## config.mk

```make
export PLATFORM = sky130hd
export DESIGN_NAME = lphf_hash
export DESIGN_NICKNAME = d
export VERILOG_FILES = /design/src/hdl/lphf_pkg.sv /design/src/hdl/lphf_hash.sv
export SDC_FILE = /design/constraint.sdc
export NUM_CORES = 2
export LEC_CHECK = 0
export BUFFER_PORTS_ARGS = -buffer_cell sky130_fd_sc_hd__buf_2
export CAP_MARGIN = 20
export CORE_MARGIN = 2
export CORE_UTILIZATION = 32
export DETAILED_ROUTE_END_ITERATION = 8
export SYNTH_ARGS = -nofsm -noshare
export SYNTH_HDL_FRONTEND = slang
export SYNTH_SLANG_ARGS = --single-unit
```

## constraint.sdc

```tcl
create_clock -name clk -period 10.9 [get_ports clk]
set_input_delay 0.545 -clock clk [delete_from_list [all_inputs] [get_ports clk]]
set_output_delay 0.545 -clock clk [all_outputs]
set_load 0.01 [all_outputs]
```

## src/hdl/lphf_pkg.sv

```systemverilog
// ---------------------------------------------------------------------------
// lphf_pkg
// Shared constants for the linear-probe hash find/insert core.
// ---------------------------------------------------------------------------
package lphf_pkg;

  localparam int KEY_W          = 64;
  localparam int HALF_W         = 32;
  localparam int SLOT_W         = 12;
  localparam int OCC_W          = 13;
  localparam int CFG_W          = 4;
  localparam int TABLE_LOG2_DEF = 12;
  localparam int MIX_SHIFT      = 33;

  localparam logic [CFG_W-1:0] INDEX_BITS_RST = 4'd12;
  localparam logic [OCC_W-1:0] OCC_MAX        = 13'h1fff;

  localparam logic [KEY_W-1:0] MIX_C1 = 64'hff51_afd7_ed55_8ccd;
  localparam logic [KEY_W-1:0] MIX_C2 = 64'hc4ce_b9fe_1a85_ec53;

endpackage

```

## src/hdl/lphf_hash.sv

```systemverilog
// ---------------------------------------------------------------------------
// lphf_hash
// Iterative 64-bit finalizer mix on one shared 32x32 multiplier, three
// partial products per 64-bit multiply.
// ---------------------------------------------------------------------------
module lphf_hash (
  input  logic                        clk,
  input  logic                        rst_n,
  input  logic                        in_valid,
  output logic                        in_ready,
  input  logic [lphf_pkg::KEY_W-1:0]  in_key,
  input  logic                        clearing,
  output logic                        hash_valid,
  input  logic                        hash_ready,
  output logic [lphf_pkg::KEY_W-1:0]  hash_val,
  output logic [lphf_pkg::KEY_W-1:0]  hash_key
);

  typedef enum logic [2:0] {
    H_IDLE = 3'b001,
    H_RUN  = 3'b010,
    H_DONE = 3'b100
  } hstate_t;

  localparam int HW = lphf_pkg::HALF_W;
  localparam int KW = lphf_pkg::KEY_W;

  hstate_t           state_r, state_nxt;
  logic [1:0]        phase_r, phase_nxt;
  logic              second_r, second_nxt;
  logic [KW-1:0]     v_r, acc_r, key_r;
  logic [HW-1:0]     mul_a, mul_b, c_lo, c_hi, hi_sum;
  logic [KW-1:0]     prod, mixed, mixed_x;
  logic              take;

  assign in_ready   = (state_r == H_IDLE) && !clearing;
  assign take       = in_valid && in_ready;
  assign hash_valid = (state_r == H_DONE);
  assign hash_val   = v_r;
  assign hash_key   = key_r;

  assign c_lo = second_r ? lphf_pkg::MIX_C2[HW-1:0]  : lphf_pkg::MIX_C1[HW-1:0];
  assign c_hi = second_r ? lphf_pkg::MIX_C2[KW-1:HW] : lphf_pkg::MIX_C1[KW-1:HW];

  always_comb begin
    case (phase_r)
      2'd0: begin
        mul_a = v_r[HW-1:0];
        mul_b = c_lo;
      end
      2'd1: begin
        mul_a = v_r[KW-1:HW];
        mul_b = c_lo;
      end
      default: begin
        mul_a = v_r[HW-1:0];
        mul_b = c_hi;
      end
    endcase
  end

  assign prod    = KW'(mul_a) * KW'(mul_b);
  assign hi_sum  = acc_r[KW-1:HW] + prod[HW-1:0];
  assign mixed   = {hi_sum, acc_r[HW-1:0]};
  assign mixed_x = mixed ^ (mixed >> lphf_pkg::MIX_SHIFT);

  always_comb begin
    state_nxt  = state_r;
    phase_nxt  = phase_r;
    second_nxt = second_r;
    unique case (state_r)
      H_IDLE: begin
        if (take) begin
          state_nxt  = H_RUN;
          phase_nxt  = 2'd0;
          second_nxt = 1'b0;
        end
      end
      H_RUN: begin
        if (phase_r == 2'd2) begin
          phase_nxt = 2'd0;
          if (second_r) begin
            state_nxt = H_DONE;
          end else begin
            second_nxt = 1'b1;
          end
        end else begin
          phase_nxt = phase_r + 2'd1;
        end
      end
      H_DONE: begin
        if (hash_ready) begin
          state_nxt = H_IDLE;
        end
      end
      default: state_nxt = H_IDLE;
    endcase
  end

  always_ff @(posedge clk) begin
    if (!rst_n) begin
      state_r  <= H_IDLE;
      phase_r  <= 2'd0;
      second_r <= 1'b0;
    end else begin
      state_r  <= state_nxt;
      phase_r  <= phase_nxt;
      second_r <= second_nxt;
    end
  end

  always_ff @(posedge clk) begin
    if (take) begin
      v_r   <= in_key ^ (in_key >> lphf_pkg::MIX_SHIFT);
      key_r <= in_key;
    end else if (state_r == H_RUN) begin
      case (phase_r)
        2'd0:    acc_r <= prod;
        2'd1:    acc_r <= mixed;
        default: v_r   <= mixed_x;
      endcase
    end
  end

endmodule

```

==> reports/summary.txt <==
drt pass-1 iters: 5
Hold Vio Cnt, Final: 0
reg2reg end: hash_val[30]
CP Capture Type: flip-flop
CP required: 11.12 ns
Final GP Congestion: 0.997
vias post-DR: 28000
vias in the first global route: 29900
synth warn: 0
I/O pin cnt: 199
Port Buf Inserts: 198
Hold EP: hash_key[24]
Top FF cell, synth: edfxtp_1
Net count, final: 5337
Layout area overhead: 9.50%
commonest cells in the netlist: inv_1 (965), fa_1 (862), ha_1 (333)
FF+latch area: 5890 sq um
Iteration-0 DRC Markers: 2503
hold_buf cts: 0
synthesized area per cell: 10.2 sq um
CTS tree: built
Die ar.: 127000 sq um
initial antenna violation count: 3
Max Cap Viol: 0
multi-input combinational cell area: 29600 sq um
RR Startpoint: phase_r[1]
number of synthesized flops with an enable pin: 192
Hold Path Origin: in_key[24]
overall global routing resource usage: 0.219
relative slew slack: 0.316
clk_skew: 0.0215 ns
clk buf depth: 2
Cells after Synth: 3897
first-pass GRT wire length: 202000 microns
Synthesized Nets: 5161
CP max-delay cell: fa_1
clock slew at reported path FFs: 0.09 ns
distinct cell type count after synthesis: 84
Max Slew Vio Count: 0
DRC: 0
share of cells above drive strength 1: 0.0930
crit-path max FO: 39
crit start category: flip-flop
root buf cell: clkbuf_16
DIE WIDTH: 356 microns
HP Class: in2reg
gr ovfl total: 0
HPWL after detailed placement: 120000 microns
outcome: complete, no violations
f_max: 95.5 MHz
largest net degree at the start of global routing: 77
top-area cell type share of the netlist area: 0.436
critical path class: reg2reg
Die Y: 356 microns
setup_tns: 0 ns
clock sink total: 198
# setup viols final: 0
Clock Latency Late Sink: 0.48 ns
H-tree depth: 4
worst reg-to-reg setup slack: 0.43 ns
diode count: 0
Antenna Nets Post-Route: 0
Yosys reg bits: 198
final wirelength: 136000 microns
Slew @ Worst Pin: 1.03 ns
postcts setup bufs: 0
cts bufs inserted: 17
post-synth top area cell: fa_1
fin crit period: 10.47 ns
Syn Std Cell Area: 39600 sq um
vias per cell: 4.89
most frequent CP cell: fa_1
Final Cycle Share: 0.961
Seq/Total Area, Yosys: 0.149
Worst EP arrival: 10.69 ns
most common cell in the netlist: inv_1
RSZ-0062 raised after global routing: no
Initial Util: 0.321
Max stage delay on crit path: 0.66 ns
Worst Hold Path Cells: 1
Core Box Area: 123000 sq um
# resized after CTS: 0
Async SR Flop Fraction: 0
routed len/inst: 23.8 microns
Area contributors post-synth: fa_1 (44%), edfxtp_1 (15%), ha_1 (11%)
R2R depth: 34
filler instances: 12700
Site Rows: 129
-- sequential cells by signal, indices dropped and copies added, names as in the netlist --
register and count:
acc_r 64, hash_key 64, hash_val 64, state_r 3, phase_r 2, second_r 1
-- cells in the final DEF (no fill, tap or decap), types with 23 or more instances in the layout --
master and count:
nand2b_1 81, or2_2 35, a21o_1 55, ha_1 331
xnor2_1 80, xor2_1 64, nor2_1 231, and2_1 90
nor2b_1 39, a21oi_1 128, buf_4 75, fa_1 862
inv_1 965, o21ai_0 73, buf_2 198, edfxtp_1 192
mux2i_1 23, nand2_1 285
-- metrics by stage --
stage	utilization	worst slack, ns	instance area [sq um]	hold slack, ns	instances
2_1_floorplan	-	1.57	39600	0.491	3897
3_3_place_gp	0.347	0.685	42800	0.504	5691
3_5_place_dp	0.347	0.636	42800	0.500	5691
4_1_cts	0.352	0.591	43400	0.236	5723
5_1_grt	0.352	0.0582	43400	0.240	5723
6_report	0.352	0.427	43400	0.264	5723
-- worst max-delay path by stage --
stage	start	to	slack [ns]	cells past startpoint
final	phase_r[1]	hash_val[30]	0.43	34
after global routing	phase_r[1]	hash_val[30]	0.06	34
after CTS	phase_r[1]	hash_val[30]	0.59	34
after detailed placement	phase_r[1]	hash_val[30]	0.64	31
after global placement	phase_r[1]	hash_val[30]	0.68	33
after floorplan	phase_r[0]	hash_val[26]	1.57	37
-- kinds of logic (layout without fill, tap and decap cells) --
group / after synthesis / after routing / share of synthesized area
xor+xnor: 149 / 149 / 0.0346
buf+inv: 1085 / 1274 / 0.104
compound gates: 388 / 388 / 0.0627
mux: 28 / 28 / 0.00724
fa+ha+maj: 1195 / 1195 / 0.541
simple gates: 854 / 854 / 0.101
flops: 198 / 198 / 0.149
-- layout make-up --
| cell class | count | share of cell area |
|---|---|---|
| Clock buffer | 18 | 0.0101 |
| Clock inverter | 14 | 0.00381 |
| Tap cell | 1637 | 0.0472 |
| Multi-Input combinational cell | 2614 | 0.683 |
| Inverter | 968 | 0.0839 |
| Sequential cell | 198 | 0.136 |
| Timing Repair Buffer | 274 | 0.0363 |
-- worst max-delay path: cells and delay by family (launching register included) --
kind | cells | cell delay, ns
fa+ha+maj | 11 | 5.50
buf+inv | 7 | 1.17
flops | 1 | 0.43
compound gates | 7 | 1.40
xor+xnor | 2 | 0.67
simple gates | 7 | 0.98
-- per-layer routing --
metal | part of all wire | global-route usage | vias up | wire length (microns)
met1 | 0.44 | 0.305 | 14500 | 59300
li1 | - | - | 12200 | -
met5 | 0 | 0 | - | 0
met3 | 0.059 | 0.0280 | 208 | 8000
met2 | 0.46 | 0.350 | 1076 | 63200
met4 | 0.041 | 0.0756 | 0 | 5530
Power is left out: the tool's default activity adds up to more than one toggle a clock period on the data nets, which glitch-free logic cannot reach.
